<file path="src/rtl/lbcc_pkg.sv">
// Shared types, constants and functions for the layered box collision check.
// No dependencies.
package lbcc_pkg;

  localparam int NUM_LAYERS  = 4;
  localparam int TABLE_SLOTS = 8;
  localparam int SLOT_W      = 3;
  localparam int CNT_W       = 4;
  localparam int LYR_W       = 2;
  localparam int ID_W        = 8;
  localparam int CRD_W       = 16;
  localparam int SZ_W        = 15;
  localparam int EDGE_W      = 18;
  localparam int CFG_W       = 6;
  localparam int PAIR_W      = 3;
  localparam int QDEPTH      = 2;

  localparam logic [1:0] REG_PAIR_EN = 2'd0;

  typedef enum logic [1:0] {
    OP_ADD    = 2'd0,
    OP_REMOVE = 2'd1,
    OP_TICK   = 2'd2,
    OP_NOP    = 2'd3
  } op_t;

  typedef enum logic [1:0] {
    ST_OK   = 2'd0,
    ST_FULL = 2'd1,
    ST_MISS = 2'd2
  } status_t;

  typedef enum logic [3:0] {
    B_IDLE,
    B_RS_RD,
    B_RS_CHK,
    B_SH_RD,
    B_SH_WR,
    B_TK_RD,
    B_TK_CMP,
    B_EMIT,
    B_RESP
  } bstate_t;

  typedef struct packed {
    logic [LYR_W-1:0]        layer;
    logic [ID_W-1:0]         id;
    logic signed [CRD_W-1:0] px;
    logic signed [CRD_W-1:0] py;
    logic [SZ_W-1:0]         w;
    logic [SZ_W-1:0]         h;
  } slot_t;

  typedef struct packed {
    op_t   op;
    slot_t box;
  } cmd_t;

  typedef struct packed {
    logic             hit;
    logic [ID_W-1:0]  fid;
    logic [LYR_W-1:0] fl;
    logic [ID_W-1:0]  sid;
    logic [LYR_W-1:0] sl;
    status_t          status;
    logic             last;
  } res_t;

  function automatic logic pair_on(input logic [LYR_W-1:0] li, input logic [LYR_W-1:0] lj,
                                   input logic [CFG_W-1:0] en);
    int idx;
    idx = (int'(li) * (2 * NUM_LAYERS - int'(li) - 1)) / 2 + int'(lj) - int'(li) - 1;
    if (idx < CFG_W) return en[idx[PAIR_W-1:0]];
    return 1'b1;
  endfunction

  function automatic logic overlap(input slot_t a, input slot_t b);
    logic signed [EDGE_W-1:0] ax, ay, bx, by, aw, ah, bw, bh;
    ax = {a.px[CRD_W-1], a.px, 1'b0};
    ay = {a.py[CRD_W-1], a.py, 1'b0};
    bx = {b.px[CRD_W-1], b.px, 1'b0};
    by = {b.py[CRD_W-1], b.py, 1'b0};
    aw = {3'b000, a.w};
    ah = {3'b000, a.h};
    bw = {3'b000, b.w};
    bh = {3'b000, b.h};
    if (a.w == '0 || a.h == '0 || b.w == '0 || b.h == '0) return 1'b0;
    if ((ax - aw > bx + bw) || (bx - bw > ax + aw)) return 1'b0;
    if ((ay - ah > by + bh) || (by - bh > ay + ah)) return 1'b0;
    return 1'b1;
  endfunction

endpackage

</file>
<file path="src/rtl/layered_box_collision_check.sv">
// Top level of the layered box collision check: ports, config register, front and back.
// Depends on lbcc_pkg, lbcc_front, lbcc_back.
//
//   channel  | direction | accepted when
//   in_*     | input     | in_tvalid & in_tready
//   out_*    | output    | out_tvalid & out_tready
//   cfg_*    | config    | cfg_psel & cfg_penable & cfg_pwrite & cfg_pready
//
// Add and unused op: after dequeue, the back end goes from B_IDLE to B_RESP and responds.
// Remove: each slot searched passes B_RS_RD and B_RS_CHK, each slot moved up B_SH_RD and B_SH_WR.
// Tick: each box pair of each enabled layer pair passes B_TK_RD and B_TK_CMP;
// each disabled layer pair passes B_TK_RD once, in the pair sweep through the table memory.
// Reset is synchronous; table contents are not cleared, only the box count.
// A stalled output holds the sweep once a new hit finds a result pending; the two-word queue accepts until full.
module layered_box_collision_check (
  input  logic        clk,
  input  logic        rst_n,
  input  logic        in_tvalid,
  output logic        in_tready,
  input  logic [71:0] in_tdata,   // layer, collider_id, pos_x, pos_y, box_width, box_height
  input  logic [1:0]  in_tuser,   // op
  output logic        out_tvalid,
  input  logic        out_tready,
  output logic [23:0] out_tdata,  // first_id, first_layer, second_id, second_layer, status, pad
  output logic [0:0]  out_tuser,  // hit_valid
  output logic        out_tlast,
  input  logic        cfg_psel,
  input  logic        cfg_penable,
  input  logic        cfg_pwrite,
  input  logic [1:0]  cfg_paddr,
  input  logic [31:0] cfg_pwdata,
  output logic [31:0] cfg_prdata,
  output logic        cfg_pready
);
  import lbcc_pkg::*;

  logic [CFG_W-1:0] pair_en_r, pair_en_nxt;
  slot_t            in_box;
  logic             q_valid, q_pop;
  cmd_t             q_cmd;
  res_t             res;

  assign cfg_pready = 1'b1;
  assign cfg_prdata = {{(32 - CFG_W){1'b0}}, pair_en_r};

  always_comb begin
    pair_en_nxt = pair_en_r;
    if (cfg_psel && cfg_penable && cfg_pwrite && (cfg_paddr == REG_PAIR_EN))
      pair_en_nxt = cfg_pwdata[CFG_W-1:0];
  end

  always_ff @(posedge clk) begin
    if (!rst_n) pair_en_r <= {CFG_W{1'b1}};
    else        pair_en_r <= pair_en_nxt;
  end

  assign in_box.layer = in_tdata[1:0];
  assign in_box.id    = in_tdata[9:2];
  assign in_box.px    = in_tdata[25:10];
  assign in_box.py    = in_tdata[41:26];
  assign in_box.w     = in_tdata[56:42];
  assign in_box.h     = in_tdata[71:57];

  lbcc_front u_front (
    .clk      (clk),
    .rst_n    (rst_n),
    .in_valid (in_tvalid),
    .in_ready (in_tready),
    .in_op    (in_tuser),
    .in_box   (in_box),
    .q_valid  (q_valid),
    .q_cmd    (q_cmd),
    .q_pop    (q_pop)
  );

  lbcc_back u_back (
    .clk       (clk),
    .rst_n     (rst_n),
    .cmd_valid (q_valid),
    .cmd       (q_cmd),
    .cmd_pop   (q_pop),
    .pair_en   (pair_en_r),
    .res_valid (out_tvalid),
    .res_ready (out_tready),
    .res       (res)
  );

  assign out_tdata = {2'b00, res.status, res.sl, res.sid, res.fl, res.fid};
  assign out_tuser = res.hit;
  assign out_tlast = res.last;

endmodule

</file>
<file path="src/rtl/lbcc_front.sv">
// Front end: accepts input words, decodes the op and queues commands.
// Depends on lbcc_pkg.
module lbcc_front (
  input  logic                clk,
  input  logic                rst_n,
  input  logic                in_valid,
  output logic                in_ready,
  input  logic [1:0]          in_op,
  input  lbcc_pkg::slot_t     in_box,
  output logic                q_valid,
  output lbcc_pkg::cmd_t      q_cmd,
  input  logic                q_pop
);
  import lbcc_pkg::*;

  cmd_t       q_mem_r [QDEPTH];
  logic       wr_ptr_r, wr_ptr_nxt;
  logic       rd_ptr_r, rd_ptr_nxt;
  logic [1:0] cnt_r, cnt_nxt;
  logic       push, pop;
  cmd_t       dec;

  always_comb begin
    case (in_op)
      OP_ADD:    dec.op = OP_ADD;
      OP_REMOVE: dec.op = OP_REMOVE;
      OP_TICK:   dec.op = OP_TICK;
      default:   dec.op = OP_NOP;
    endcase
    dec.box = in_box;
  end

  assign in_ready = (cnt_r != 2'(QDEPTH));
  assign push     = in_valid && in_ready;
  assign q_valid  = (cnt_r != 2'd0);
  assign pop      = q_pop && q_valid;
  assign q_cmd    = q_mem_r[rd_ptr_r];

  always_comb begin
    wr_ptr_nxt = push ? ~wr_ptr_r : wr_ptr_r;
    rd_ptr_nxt = pop ? ~rd_ptr_r : rd_ptr_r;
    cnt_nxt    = cnt_r + 2'(push) - 2'(pop);
  end

  always_ff @(posedge clk) begin
    if (!rst_n) begin
      wr_ptr_r <= 1'b0;
      rd_ptr_r <= 1'b0;
      cnt_r    <= 2'd0;
    end else begin
      wr_ptr_r <= wr_ptr_nxt;
      rd_ptr_r <= rd_ptr_nxt;
      cnt_r    <= cnt_nxt;
    end
  end

  always_ff @(posedge clk) begin
    if (push) q_mem_r[wr_ptr_r] <= dec;
  end

endmodule

</file>
<file path="src/rtl/lbcc_back.sv">
// Back end: box table memory, add/remove sequencer, pair sweep and result register.
// Depends on lbcc_pkg.
module lbcc_back (
  input  logic                          clk,
  input  logic                          rst_n,
  input  logic                          cmd_valid,
  input  lbcc_pkg::cmd_t                cmd,
  output logic                          cmd_pop,
  input  logic [lbcc_pkg::CFG_W-1:0]    pair_en,
  output logic                          res_valid,
  input  logic                          res_ready,
  output lbcc_pkg::res_t                res
);
  import lbcc_pkg::*;

  slot_t              mem [TABLE_SLOTS];
  slot_t              rd_a_r, rd_b_r;
  bstate_t            state_r, state_nxt;
  logic [CNT_W-1:0]   cnt_r, cnt_nxt;
  logic [SLOT_W-1:0]  a_r, a_nxt, b_r, b_nxt;
  logic [LYR_W-1:0]   li_r, li_nxt, lj_r, lj_nxt;
  res_t               pend_r, pend_nxt;
  logic               pend_valid_r, pend_valid_nxt;
  res_t               out_r, out_nxt;
  logic               out_valid_r, out_valid_nxt;
  status_t            rstat_r, rstat_nxt;
  slot_t              key_r, key_nxt;
  logic               we;
  logic [SLOT_W-1:0]  waddr;
  slot_t              wdata;

  logic can_emit, a_more, b_more, pair_last, p_on, hit_now, cmp_stall, tk_done, match;

  assign can_emit  = !out_valid_r || res_ready;
  assign a_more    = ({1'b0, a_r} + CNT_W'(1)) < cnt_r;
  assign b_more    = ({1'b0, b_r} + CNT_W'(1)) < cnt_r;
  assign pair_last = (lj_r == LYR_W'(NUM_LAYERS - 1)) && (li_r == LYR_W'(NUM_LAYERS - 2));
  assign p_on      = pair_on(li_r, lj_r, pair_en);
  assign hit_now   = p_on && (rd_a_r.layer == li_r) && (rd_b_r.layer == lj_r) &&
                     overlap(rd_a_r, rd_b_r);
  assign cmp_stall = hit_now && pend_valid_r && !can_emit;
  assign tk_done   = !a_more && !b_more && pair_last;
  assign match     = (rd_a_r.layer == key_r.layer) && (rd_a_r.id == key_r.id);

  assign cmd_pop   = (state_r == B_IDLE) && cmd_valid;
  assign res_valid = out_valid_r;
  assign res       = out_r;

  always_comb begin
    state_nxt = state_r;
    case (state_r)
      B_IDLE: begin
        if (cmd_valid) begin
          case (cmd.op)
            OP_REMOVE: state_nxt = (cnt_r == '0) ? B_RESP : B_RS_RD;
            OP_TICK:   state_nxt = (cnt_r == '0) ? B_EMIT : B_TK_RD;
            default:   state_nxt = B_RESP;
          endcase
        end
      end
      B_RS_RD:  state_nxt = B_RS_CHK;
      B_RS_CHK: begin
        if (match) state_nxt = a_more ? B_SH_RD : B_RESP;
        else       state_nxt = a_more ? B_RS_RD : B_RESP;
      end
      B_SH_RD:  state_nxt = B_SH_WR;
      B_SH_WR:  state_nxt = a_more ? B_SH_RD : B_RESP;
      B_TK_RD: begin
        if (p_on)           state_nxt = B_TK_CMP;
        else if (pair_last) state_nxt = B_EMIT;
      end
      B_TK_CMP: begin
        if (!cmp_stall) state_nxt = tk_done ? B_EMIT : B_TK_RD;
      end
      B_EMIT, B_RESP: begin
        if (can_emit) state_nxt = B_IDLE;
      end
      default: state_nxt = B_IDLE;
    endcase
  end

  always_comb begin
    cnt_nxt        = cnt_r;
    a_nxt          = a_r;
    b_nxt          = b_r;
    li_nxt         = li_r;
    lj_nxt         = lj_r;
    pend_nxt       = pend_r;
    pend_valid_nxt = pend_valid_r;
    rstat_nxt      = rstat_r;
    key_nxt        = key_r;
    out_nxt        = out_r;
    out_valid_nxt  = out_valid_r && !res_ready;
    we             = 1'b0;
    waddr          = b_r;
    wdata          = rd_a_r;
    case (state_r)
      B_IDLE: begin
        if (cmd_valid) begin
          key_nxt   = cmd.box;
          a_nxt     = '0;
          b_nxt     = '0;
          li_nxt    = LYR_W'(0);
          lj_nxt    = LYR_W'(1);
          rstat_nxt = ST_OK;
          case (cmd.op)
            OP_ADD: begin
              if (cnt_r == CNT_W'(TABLE_SLOTS)) begin
                rstat_nxt = ST_FULL;
              end else begin
                we      = 1'b1;
                waddr   = cnt_r[SLOT_W-1:0];
                wdata   = cmd.box;
                cnt_nxt = cnt_r + CNT_W'(1);
              end
            end
            OP_REMOVE: rstat_nxt = ST_MISS;
            default: ;
          endcase
        end
      end
      B_RS_CHK: begin
        if (match) begin
          b_nxt = a_r;
          a_nxt = a_r + SLOT_W'(1);
          if (!a_more) begin
            cnt_nxt   = cnt_r - CNT_W'(1);
            rstat_nxt = ST_OK;
          end
        end else if (a_more) begin
          a_nxt = a_r + SLOT_W'(1);
        end
      end
      B_SH_WR: begin
        we    = 1'b1;
        waddr = b_r;
        wdata = rd_a_r;
        b_nxt = a_r;
        a_nxt = a_r + SLOT_W'(1);
        if (!a_more) begin
          cnt_nxt   = cnt_r - CNT_W'(1);
          rstat_nxt = ST_OK;
        end
      end
      B_TK_RD: begin
        if (!p_on) begin
          a_nxt = '0;
          b_nxt = '0;
          if (lj_r == LYR_W'(NUM_LAYERS - 1)) begin
            li_nxt = li_r + LYR_W'(1);
            lj_nxt = li_r + LYR_W'(2);
          end else begin
            lj_nxt = lj_r + LYR_W'(1);
          end
        end
      end
      B_TK_CMP: begin
        if (!cmp_stall) begin
          if (hit_now) begin
            if (pend_valid_r) begin
              out_nxt       = pend_r;
              out_valid_nxt = 1'b1;
            end
            pend_nxt.hit    = 1'b1;
            pend_nxt.fid    = rd_a_r.id;
            pend_nxt.fl     = li_r;
            pend_nxt.sid    = rd_b_r.id;
            pend_nxt.sl     = lj_r;
            pend_nxt.status = ST_OK;
            pend_nxt.last   = 1'b0;
            pend_valid_nxt  = 1'b1;
          end
          if (b_more) begin
            b_nxt = b_r + SLOT_W'(1);
          end else begin
            b_nxt = '0;
            if (a_more) begin
              a_nxt = a_r + SLOT_W'(1);
            end else begin
              a_nxt = '0;
              if (lj_r == LYR_W'(NUM_LAYERS - 1)) begin
                li_nxt = li_r + LYR_W'(1);
                lj_nxt = li_r + LYR_W'(2);
              end else begin
                lj_nxt = lj_r + LYR_W'(1);
              end
            end
          end
        end
      end
      B_EMIT: begin
        if (can_emit) begin
          out_valid_nxt = 1'b1;
          if (pend_valid_r) begin
            out_nxt      = pend_r;
            out_nxt.last = 1'b1;
          end else begin
            out_nxt        = '0;
            out_nxt.status = ST_OK;
            out_nxt.last   = 1'b1;
          end
          pend_valid_nxt = 1'b0;
        end
      end
      B_RESP: begin
        if (can_emit) begin
          out_valid_nxt  = 1'b1;
          out_nxt        = '0;
          out_nxt.status = rstat_r;
          out_nxt.last   = 1'b1;
        end
      end
      default: ;
    endcase
  end

  always_ff @(posedge clk) begin
    if (!rst_n) begin
      state_r      <= B_IDLE;
      cnt_r        <= '0;
      pend_valid_r <= 1'b0;
      out_valid_r  <= 1'b0;
    end else begin
      state_r      <= state_nxt;
      cnt_r        <= cnt_nxt;
      pend_valid_r <= pend_valid_nxt;
      out_valid_r  <= out_valid_nxt;
    end
  end

  always_ff @(posedge clk) begin
    a_r     <= a_nxt;
    b_r     <= b_nxt;
    li_r    <= li_nxt;
    lj_r    <= lj_nxt;
    pend_r  <= pend_nxt;
    out_r   <= out_nxt;
    rstat_r <= rstat_nxt;
    key_r   <= key_nxt;
  end

  always_ff @(posedge clk) begin
    if (we) mem[waddr] <= wdata;
    rd_a_r <= mem[a_r];
    rd_b_r <= mem[b_r];
  end

endmodule

</file>
<file path="config.mk">
export PLATFORM = sky130hd
export DESIGN_NAME = layered_box_collision_check
export DESIGN_NICKNAME = d
export VERILOG_FILES = /design/src/rtl/lbcc_pkg.sv /design/src/rtl/layered_box_collision_check.sv /design/src/rtl/lbcc_front.sv /design/src/rtl/lbcc_back.sv
export SDC_FILE = /design/constraint.sdc
export NUM_CORES = 1
export LEC_CHECK = 0
export BUFFER_PORTS_ARGS = -buffer_cell sky130_fd_sc_hd__buf_2
export CELL_PAD_IN_SITES_DETAIL_PLACEMENT = 0
export CELL_PAD_IN_SITES_GLOBAL_PLACEMENT = 1
export CORE_MARGIN = 2
export CORE_UTILIZATION = 50
export DETAILED_ROUTE_END_ITERATION = 16
export HOLD_SLACK_MARGIN = 0.12
export PLACE_DENSITY_LB_ADDON = 0.1
export SYNTH_ARGS = -nofsm -noshare
export SYNTH_HDL_FRONTEND = slang
export SYNTH_HIERARCHICAL = 1
export SYNTH_SLANG_ARGS = --single-unit
</file>
<file path="constraint.sdc">
create_clock -name clk -period 9.34 [get_ports clk]
set_clock_uncertainty 0.05 [all_clocks]
set_input_delay 0.934 -clock clk [delete_from_list [all_inputs] [get_ports clk]]
set_output_delay 0.934 -clock clk [all_outputs]
set_load 0.01 [all_outputs]
</file>
---- Yosys cells after proc, flatten, opt, wreduce, memory -nomap -nowiden ----
Memories as Yosys holds them, arrays and structs flattened. A register that Yosys moved wholly into a read port is not among the register bits.
Index checks and enable logic that the tools add are counted.
storage, ports and cells
  logic and storage cells ................. 257
  output and inout bits ................... 61
  flip-flop bits (word level) ............. 86
  RAM bits ................................ 724
  memories kept ........................... 2
  input port bits ......................... 115
operators by class
  multipliers ............................. 1
  bitwise logic cells ..................... 4
  multiplexer cells ....................... 103
  magnitude comparators ................... 8
  $add $sub $neg .......................... 25
  equality and inequality tests ........... 35
  reduce and logical (&&, ||, !) cells .... 53
memory list
  memory           words  bits a word  rd ports  clocked after Yosys merged registers in  write ports  line              source
  u_back.mem       8      72           2         2                                        1            lbcc_back.sv:16   slot_t mem [TABLE_SLOTS];
  u_front.q_mem_r  2      74           1         1                                        1            lbcc_front.sv:16  cmd_t q_mem_r [QDEPTH];
operator list
  operator                                               count
  two-way mux 72 bit                                     4
  two-way mux 24 bit                                     6
  adder 17 x 16 -> 18 bit                                4
  greater-than comparator 18 bit                         4
  case mux 24 bit (3 select lines)                       1
  subtractor 17 x 16 -> 18 bit                           4
  subtractor 32 x 2 -> 32 bit, second input constant     2
  zero test 15 bit                                       4
  two-way mux 4 bit                                      14
  two-way mux 3 bit                                      14
  two-way mux 2 bit                                      17
  two-way mux 1 bit                                      33
  adder 32 x 1 -> 32 bit                                 1
  adder 32 x 3 -> 32 bit                                 1
  < comparator 32 x 4 -> 1 bit, second input constant    1
  multiplier 3 x 32 -> 32 bit                            1
  case mux 4 bit (8 select lines)                        1
  subtractor 32 x 3 -> 32 bit                            1
  case mux 3 bit (5 select lines)                        2
  case mux 2 bit (3 select lines)                        4
  AND reduction 6 bit                                    3
  == test 4 x 3 -> 1 bit, second input constant          4
  logical AND 1 bit                                      16
  inequality test 2 x 1 -> 1 bit, second input constant  7
  other kinds (39)                                       80

---- Logic depth before layout (Yosys ltp) ----
Gate-level depths: netlist of the first run.
  depth in word-level cells ............... 19
  mapped depth ............................ 24
  gate-level depth less buffers ........... 24

---- Hierarchy ----
The synthesis of the first run kept the hierarchy.
by module, submodules not included
  module                       area an instance (um^2)  sequential area each (um^2)  times used  cells an instance
  lbcc_back                    41,220.8                 22,361.4                     1           2,912
  lbcc_front                   5,853.1                  4,544.4                      1           261
  layered_box_collision_check  489.2                    120.1                        1           58

---- Least setup slack after synthesis of the first run ----
Ideal clock, no wire load.
  path kind ............................... register to register
  start ................................... register u_back.li_r[0]
  end ..................................... register u_back/pend_r[10] (netlist bit) (enable)
  setup time .............................. 0.428 ns
  setup slack ............................. 2.631 ns
  stages on the path, launching flop included .. 24
  required time ........................... 8.862 ns
  buffers on the path ..................... 0
  clock period less this slack ............ 6.709 ns
  arrival ................................. 6.230 ns
  cells stage by stage .................... edfxtp_1 -> inv_1 -> ha_1 -> xor2_1 -> nor2_1 -> ha_1 -> and3_1 -> fa_1 -> xor2_1 -> inv_1 -> ha_1 -> o21ai_0 -> o21ai_0 -> a32oi_1 -> nor2_1 -> a311o_1 -> fa_1 -> nor2_1 -> o21ai_0 -> or3_1 -> a211oi_1 -> a21oi_2 -> nand4_1 -> a211oi_1
on the way
  cells in the longest elaborated chain, start to end .. 19
  elaborated cells on any way between the ends .. 22
  those cells by class .................... add/sub (6); mul (1); order compare (1); eq/ne (1); mux (5); bitwise (2); reduce/logical (6)
RTL lines
  item                                                                  line              source
  start: declaration                                                    lbcc_back.sv:21   logic [LYR_W-1:0] li_r, li_nxt, lj_r, lj_nxt;
  start signal: assignment                                              lbcc_back.sv:234  li_r <= li_nxt;
  branches (longest 12 deep; another with subtractor 32 x 2 -> 32 bit)  --
  logical AND 1 bit (*) (3 in a row)                                    lbcc_back.sv:39   assign hit_now = p_on && (rd_a_r.layer == li_r) && (rd_b_r.layer == lj_r) &&
  logical AND 1 bit (2 in a row)                                        lbcc_back.sv:41   assign cmp_stall = hit_now && pend_valid_r && !can_emit;
  NOT 1 bit (no source line)                                            --
  AND reduction 3 bit (no source line) (*)                              --
  end signal: assignment                                                lbcc_back.sv:236  pend_r <= pend_nxt;
  end: declaration                                                      lbcc_back.sv:22   res_t pend_r, pend_nxt;
Mark *: on every way between the ends. The select of a mux whose other input is x is not followed.
A chain may end at the register's enable or synchronous reset.

---- Worst setup path after layout of the first run ----
  start ................................... register u_back.li_r[1]
  end ..................................... register u_back.lj_r[0] (enable)
on the way
  cells in the longest elaborated chain, start to end .. 19
  elaborated cells on any way between the ends .. 23
  those cells by class .................... add/sub (6); mul (1); order compare (1); eq/ne (3); mux (5); bitwise (1); reduce/logical (6)
RTL lines
  item                                                                  line              source
  branches (longest 18 deep; another with subtractor 32 x 2 -> 32 bit)  --
  AND reduction 6 bit (no source line) (*)                              --
  end signal: assignment                                                lbcc_back.sv:235  lj_r <= lj_nxt;
  end: declaration                                                      lbcc_back.sv:21
Marks and branches as above.

==> impl_metrics.py, run 1 <==
metrics = {
    "synthesis": {
        "synth.avg_cell_area_um2": 14.7,
        "synth_top_family_by_area": "multiplexers",
        "synthArstFlopShare_pct": 0,
        "synth-compound-area-share_pct": 4.95,
        "yosysSeqAreaShare_pct": 56.8,
        "yosysWarnings": 6,
        "syn_area_mm2": 0.0476,
        "synthCells": 3231,
        "synth_edf_count": 790,
        "synth-simple-area-share_pct": 6.90,
        "synth-xor-area-share_pct": 2.35,
        "synth-adder-area-share_pct": 6.31,
        "synth_top_flop_cell": "edfxtp_1",
        "ys_seq_elements": 955,
        "synthMuxAreaShare_pct": 19.5,
        "synth.distinct_cells": 87,
    },
    "cts": {
        "cts-resized-gates": 0,
        "numCtsBuffers": 99,
        "clockBufferDepth": 3,
        "postCtsHoldBufs": 0,
        "cts_tree": "done",
        "htree_levels": 3,
        "clk_pin_slew_worst_paths_ns": 0.06,
        "postCtsSetupRepairBufs": 0,
        "cts.sinks": 955,
        "insertion_delay_ns": 0.68,
        "cts_root_buffer": "clkbuf_16",
    },
    "floorplan": {
        "core_area_mm2": 0.0946,
        "rows": 113,
        "initial_core_util_pct": 50.3,
        "die_h_um": 312,
        "io_pins": 176,
        "die_area_mm2": 0.0976,
        "die_x_um": 312,
    },
    "worst_setup_path": {
        "start_kind": "register",
        "critPathKind": "register to register",
        "slowest_stage": "edfxtp_1",
        "cp_cell_sequence": "inv_1, ha_1, xor2_1, nor2_1, ha_1, and3_1, fa_1, xor2_1, inv_1, ha_1, o21ai_0, o21ai_0, a32oi_1, nor2_1, a311o_1, fa_1, nor2_1, o21ai_0, or3_1, a211oi_1, a21oi_2, or3b_1, o211ai_1, a211oi_1",
        "path_buf_inv": 2,
        "cp.required_ns": 9.59,
        "crit_family": "compound AO/OA/AOI/OAI gates",
        "cp-end-kind": "register",
        "worstPathMaxFanout": 8,
        "arrival_ns": 7.24,
        "max_stage_delay_ns": 0.56,
    },
    "worst_hold_path": {
        "min_path_type": "register to register",
    },
    "placement": {
        "gp_congestion": 0.889,
        "place_ws_ns": 2.35,
        "dpl_cell_area_mm2": 0.0494,
        "place_hpwl_mm": 72.5,
        "io_buffers": 120,
    },
    "cells_and_area": {
        "syn_to_final_growth_pct": 10.7,
        "postLayoutCellArea_mm2": 0.0527,
        "layout-drive-gt1-share_pct": 24.8,
        "fin_nets": 3672,
    },
    "drt": {
        "dr.pass1.iters": 5,
        "wire_per_inst_um": 24.3,
        "vias": 27300,
        "drc": 0,
        "initialDrtViolationCount": 2096,
        "ant_nets": 0,
        "via_per_inst": 5.84,
        "wl_mm": 113,
    },
    "outcome": {
        "status": "complete, no violations",
    },
    "sta": {
        "finalSetupTns_ns": 0,
        "relSlewSlack_pct": 17.9,
        "timing.hold.ws_ns": 0.352,
        "clock.fmax_ghz": 0.143,
        "setup_viol": 0,
        "worst_slew_pin_slew_ns": 1.23,
        "grt_setup_unrepaired": "no",
        "min_period_ns": 6.99,
        "hold_violations": 0,
        "finalCritPeriodShare_pct": 74.9,
        "finalWorstSetupSlack_ns": 2.35,
        "report.final.slew_viol_count": 0,
    },
    "global_routing": {
        "grt_pass1_vias": 27900,
        "grt_max_degree": 148,
        "grt.total_usage_pct": 23.3,
        "grt_pass1_wl_mm": 171,
        "grt-ovfl-total": 0,
        "antenna_found_initial": 4,
    },
    "run": {
        "max_cap_viol_count": 0,
    },
}
Yosys cell counts (all sizes together), types with 5 or more instances:
library cell | n | area share, %
a2111oi | 5 | 0.13
a211o | 8 | 0.15
a211oi | 24 | 0.38
a21boi | 12 | 0.19
a21o | 17 | 0.27
a21oi | 82 | 0.87
a221oi | 5 | 0.11
a31oi | 18 | 0.24
and2 | 35 | 0.46
and3 | 13 | 0.17
buf | 85 | 1.0
clkbuf | 104 | 0.82
dfxtp | 165 | 6.9
edfxtp | 790 | 50
fa | 13 | 0.55
ha | 219 | 5.8
inv | 162 | 1.3
mux2 | 218 | 5.6
mux2i | 8 | 0.17
mux4 | 289 | 14
nand2 | 309 | 2.4
nand2b | 29 | 0.38
nand3 | 37 | 0.39
nand4 | 21 | 0.29
nor2 | 115 | 0.91
nor2b | 23 | 0.30
nor3 | 50 | 0.53
nor3b | 6 | 0.095
nor4 | 18 | 0.24
o211ai | 20 | 0.33
o21a | 15 | 0.24
o21ai | 63 | 0.67
o21bai | 14 | 0.22
o311a | 5 | 0.11
o311ai | 5 | 0.092
o31ai | 10 | 0.16
or2 | 8 | 0.11
or3 | 21 | 0.29
xnor2 | 97 | 1.8
xor2 | 30 | 0.57
registers in the layout, indices dropped and copies added (netlist names), 2 cells and up, named ones only:
register	flops
u_back/cnt_r	4
u_front/q_mem_r	148
u_back/state_r	4
pair_en_r	6
u_front/cnt_r	2
u_back/res	24
u_back/pend_r	20
u_back/rstat_r	2
u_back/a_r	3
u_back/rd_b_r	72
u_back/b_r	3
u_back/mem	576
u_back/key_r	10
u_back/lj_r	2
u_back/li_r	2
u_back/rd_a_r	72
layout by cell type, fill, tap and decap left out, drive strengths merged, types with 24 or more instances in the layout:
cell,count
inv,167
conb,32
nand2,309
mux2,218
nor3,50
xnor2,97
edfxtp,790
dfxtp,165
clkbuf,139
nor2,115
buf,154
ha,219
nand2b,29
a211oi,24
a21oi,82
xor2,30
clkinv,29
nand3,37
and2,35
o21ai,63
mux4,289
logic make-up after synthesis:
family | after synthesis
AOI/OAI and AO/OA | 346
xor gates and xnor gates | 127
adders and majority gates | 232
buffers and inverters | 352
DFF | 955
muxes | 515
other | 4
and+or+nand+nor | 700
metrics by stage:
stage / util [%] / std cells
after detailed placement: 52.2 / 4489
after floorplan: - / 3259
final: 55.7 / 4675
after global routing: 55.7 / 4674
after CTS: 55.7 / 4674
after global placement: 52.2 / 4489
area by class of cell:
type	count	area, um2
tap	1265	1580
fill	7546	41900
sequential	955	27000
antenna	1	2.50
inverter	163	614
clock inverter	46	494
timing repair buffer	154	906
multi-input combinational	1952	19200
clock buffer	139	2790
path summary, 6_finish.rpt:
kind | start | endpoint | slack (ns) | cells after the start
worst max-delay path | u_back/li_r[1] | u_back/lj_r[0] | 2.35 | 24
worst min-delay path | u_back/rd_b_r[66] | u_back/pend_r[9] | 0.35 | 0
worst max register to register | u_back/li_r[1] | u_back/lj_r[0] | 2.35 | 24
worst min register to register | u_back/rd_b_r[66] | u_back/pend_r[9] | 0.35 | 0
per-layer routing:
| metal | global-route usage (%) | routed length (um) | vias to the layer above |
|---|---|---|---|
| met5 | 0 | 13 | - |
| met4 | 6.22 | 2370 | 2 |
| met3 | 3.76 | 6300 | 135 |
| met2 | 38.3 | 54200 | 736 |
| met1 | 32.6 | 50600 | 13900 |
| li1 | - | - | 12500 |
Power of run 1 is not shown: default switching activity piles up to over one toggle a cycle in this logic, so the estimate is an artifact.
==> run 2, diff against run 1 <==
--- a/config.mk
+++ b/config.mk
@@ -5,11 +5,12 @@
 export SDC_FILE = /design/constraint.sdc
 export NUM_CORES = 1
 export LEC_CHECK = 0
+export ABC_AREA = 1
 export BUFFER_PORTS_ARGS = -buffer_cell sky130_fd_sc_hd__buf_2
 export CELL_PAD_IN_SITES_DETAIL_PLACEMENT = 0
 export CELL_PAD_IN_SITES_GLOBAL_PLACEMENT = 1
 export CORE_MARGIN = 2
-export CORE_UTILIZATION = 50
+export CORE_UTILIZATION = 45
 export DETAILED_ROUTE_END_ITERATION = 16
 export HOLD_SLACK_MARGIN = 0.12
 export PLACE_DENSITY_LB_ADDON = 0.1
==> constraint.sdc (replaced) <==
create_clock -name clk -period 5.8 [get_ports clk]
set_clock_uncertainty 0.05 [all_clocks]
set_input_delay 0.58 -clock clk [delete_from_list [all_inputs] [get_ports clk]]
set_output_delay 0.58 -clock clk [all_outputs]
set_load 0.01 [all_outputs]
==> impl_metrics.py, run 2 <==
metrics = {
    "outcome": {
        "status": "complete, no violations",
    },
    "synthesis": {
        "yosysWarnings": 6,
        "synth_common_cells": "edfxtp_1 (790), o21ai_0 (685), nand2_1 (626)",
        "netlist.area_leader.share_pct": 48.6,
        "yosys.area.top_type": "edfxtp_1",
        "yosys-top-cells-area": "edfxtp_1 (49%), o21ai_0 (7.0%), dfxtp_1 (6.8%)",
        "synth.avg_cell_area_um2": 9.86,
        "synthCells": 4956,
        "synth.distinct_cells": 56,
        "ys_seq_elements": 955,
        "synthArstFlopShare_pct": 0,
        "syn_area_mm2": 0.0488,
        "synth_most_common_cell": "edfxtp_1",
        "yosysSeqAreaShare_pct": 55.3,
        "synth_top_flop_cell": "edfxtp_1",
        "synth_edf_count": 790,
    },
    "placement": {
        "dpl_cell_area_mm2": 0.0509,
        "place_ws_ns": 0.311,
        "gp_congestion": 0.876,
        "io_buffers": 120,
        "place_hpwl_mm": 82.4,
    },
    "sta": {
        "clock.fmax_ghz": 0.187,
        "finalSetupTns_ns": 0,
        "relSlewSlack_pct": 15.7,
        "min_period_ns": 5.36,
        "report.final.slew_viol_count": 0,
        "timing.hold.ws_ns": 0.217,
        "finalWorstSetupSlack_ns": 0.442,
        "finalCritPeriodShare_pct": 92.4,
        "worst_slew_pin_slew_ns": 1.25,
        "hold_violations": 0,
        "setup_viol": 0,
        "grt_setup_unrepaired": "no",
    },
    "global_routing": {
        "antenna_found_initial": 2,
        "grt_max_degree": 215,
        "grt_pass1_wl_mm": 199,
        "grt.total_usage_pct": 23.2,
        "grt-ovfl-total": 0,
        "grt_pass1_vias": 33800,
    },
    "drt": {
        "drt-met1-wl_mm": 60.0,
        "wl_met3_mm": 6.37,
        "via_per_inst": 5.39,
        "wl_met2_mm": 61.6,
        "vias": 35300,
        "drc": 0,
        "wl_mm": 131,
        "highest-signal-layer": "met4",
        "ant_nets": 0,
        "dr.pass1.iters": 6,
        "initialDrtViolationCount": 2578,
        "wire_per_inst_um": 20.0,
    },
    "cts": {
        "numCtsBuffers": 103,
        "cts_root_buffer": "clkbuf_16",
        "clockBufferDepth": 3,
        "cts_tree": "done",
        "htree_levels": 3,
        "postCtsSetupRepairBufs": 0,
        "cts.sinks": 955,
        "insertion_delay_ns": 0.69,
        "clk_pin_slew_worst_paths_ns": 0.07,
    },
    "cells_and_area": {
        "seqCellArea_mm2": 0.0270,
        "nFillCells": 9730,
        "fin_nets": 5400,
        "largest_register_ffs": 576,
        "multiInputGateArea_mm2": 0.0186,
        "regMostFlops": "u_back/mem",
        "num_antenna_cells": 0,
        "mostFrequentLayoutCells": "edfxtp_1 (790), o21ai_0 (685), nand2_1 (624)",
        "reg_top3": "u_back/mem (576), u_front/q_mem_r (148)",
        "layout-drive-gt1-share_pct": 10.2,
        "final_core_util_pct": 51.5,
        "postLayoutCellArea_mm2": 0.0553,
        "syn_to_final_growth_pct": 13.2,
        "layout_commonest_cell": "edfxtp_1",
    },
    "run": {
        "max_cap_viol_count": 0,
    },
    "floorplan": {
        "die_area_mm2": 0.111,
        "io_pins": 176,
        "initial_core_util_pct": 45.5,
        "core_area_mm2": 0.107,
        "die_x_um": 333,
        "die_h_um": 333,
        "rows": 120,
    },
    "worst_setup_path": {
        "max_stage_delay_ns": 0.44,
        "worstPathMaxFanout": 12,
        "critPathKind": "register to register",
        "cp-end-kind": "register",
        "start_kind": "register",
        "arrival_ns": 5.70,
        "slowest_stage": "a31oi_1",
        "path_common_cell": "nand2_1",
        "cp.required_ns": 6.15,
    },
    "power": {
        "p_per_area_mw_per_mm2": 667,
        "p_leak_nw": 21.7,
        "peakVddDrop_mv": 0.425,
    },
    "worst_hold_path": {
        "min_path_type": "primary input to register",
    },
}
[run 2: cell families (layout without fill, tap and decap cells)]
family,after synthesis,in the layout,share of synthesized area [%]
AOI/OAI and AO/OA,1502,1502,17.0
DFF,955,955,55.3
buffers and inverters,887,1046,7.23
adders and majority gates,232,232,6.14
muxes,74,74,2.17
and+or+nand+nor,1173,1173,9.78
xor gates and xnor gates,129,129,2.33
other,4,32,0.0307
[run 2: power by group]
group	internal [mW]	switching (mW)	leakage (nW)
registers	9.54	0.842	8.56
clock network	4.01	2.72	1.71
logic	6.70	13.1	11.4
total	20.3	16.6	21.7
[run 2: stage by stage]
step / total power [mW] / cells
final: 36.9 / 6546
after global routing: 40.2 / 6546
after CTS: 37.0 / 6544
after detailed placement: 30.1 / 6269
after global placement: 30.0 / 6269
after floorplan: 24.4 / 4984
[run 2: worst max-delay path: cells and delay by family (launching register included)]
family	cells	cell delay (ns)
adder cells (fa/ha/maj)	2	0.79
AND/OR/NAND/NOR	16	1.89
flip-flops	1	0.38
AO/OA/AOI/OAI	8	1.41
buffers and inverters	5	0.53
[run 2: cell type report]
type | instances | area share [%]
sequential | 955 | 48.9
multi-input combinational | 3142 | 33.6
clock buffer | 147 | 5.21
timing repair buffer | 273 | 4.04
inverter | 578 | 3.95
tap | 1403 | 3.17
clock inverter | 48 | 1.15
[run 2: layer usage]
| layer | vias up | global-route usage (%) |
|---|---|---|
| met2 | 856 | 38.2 |
| met5 | - | 0 |
| met1 | 16900 | 32.3 |
| met4 | 0 | 6.80 |
| li1 | 17400 | - |
| met3 | 174 | 2.69 |
[run 2: final timing paths]
check                                        from                to  slack [ns]  cells after the start
worst min register to register  u_back/rd_b_r[63]  u_back/pend_r[6]        0.35                      0
worst min-delay path                 cfg_paddr[0]      pair_en_r[5]        0.22                      4
worst max register to register   u_back/rd_b_r[4]     u_back/res[5]        0.44                     31
worst max-delay path             u_back/rd_b_r[4]     u_back/res[5]        0.44                     31
[run 2: timing repair]
action | 4_1_cts | 5_1_grt
hold buffers | 80 | 0
hold endpoints to repair | 154 | 0
endpoints found under the setup margin | 0 | 31
gates resized for setup | 0 | 21
Note: power is estimated with default switching activity, not from simulation.
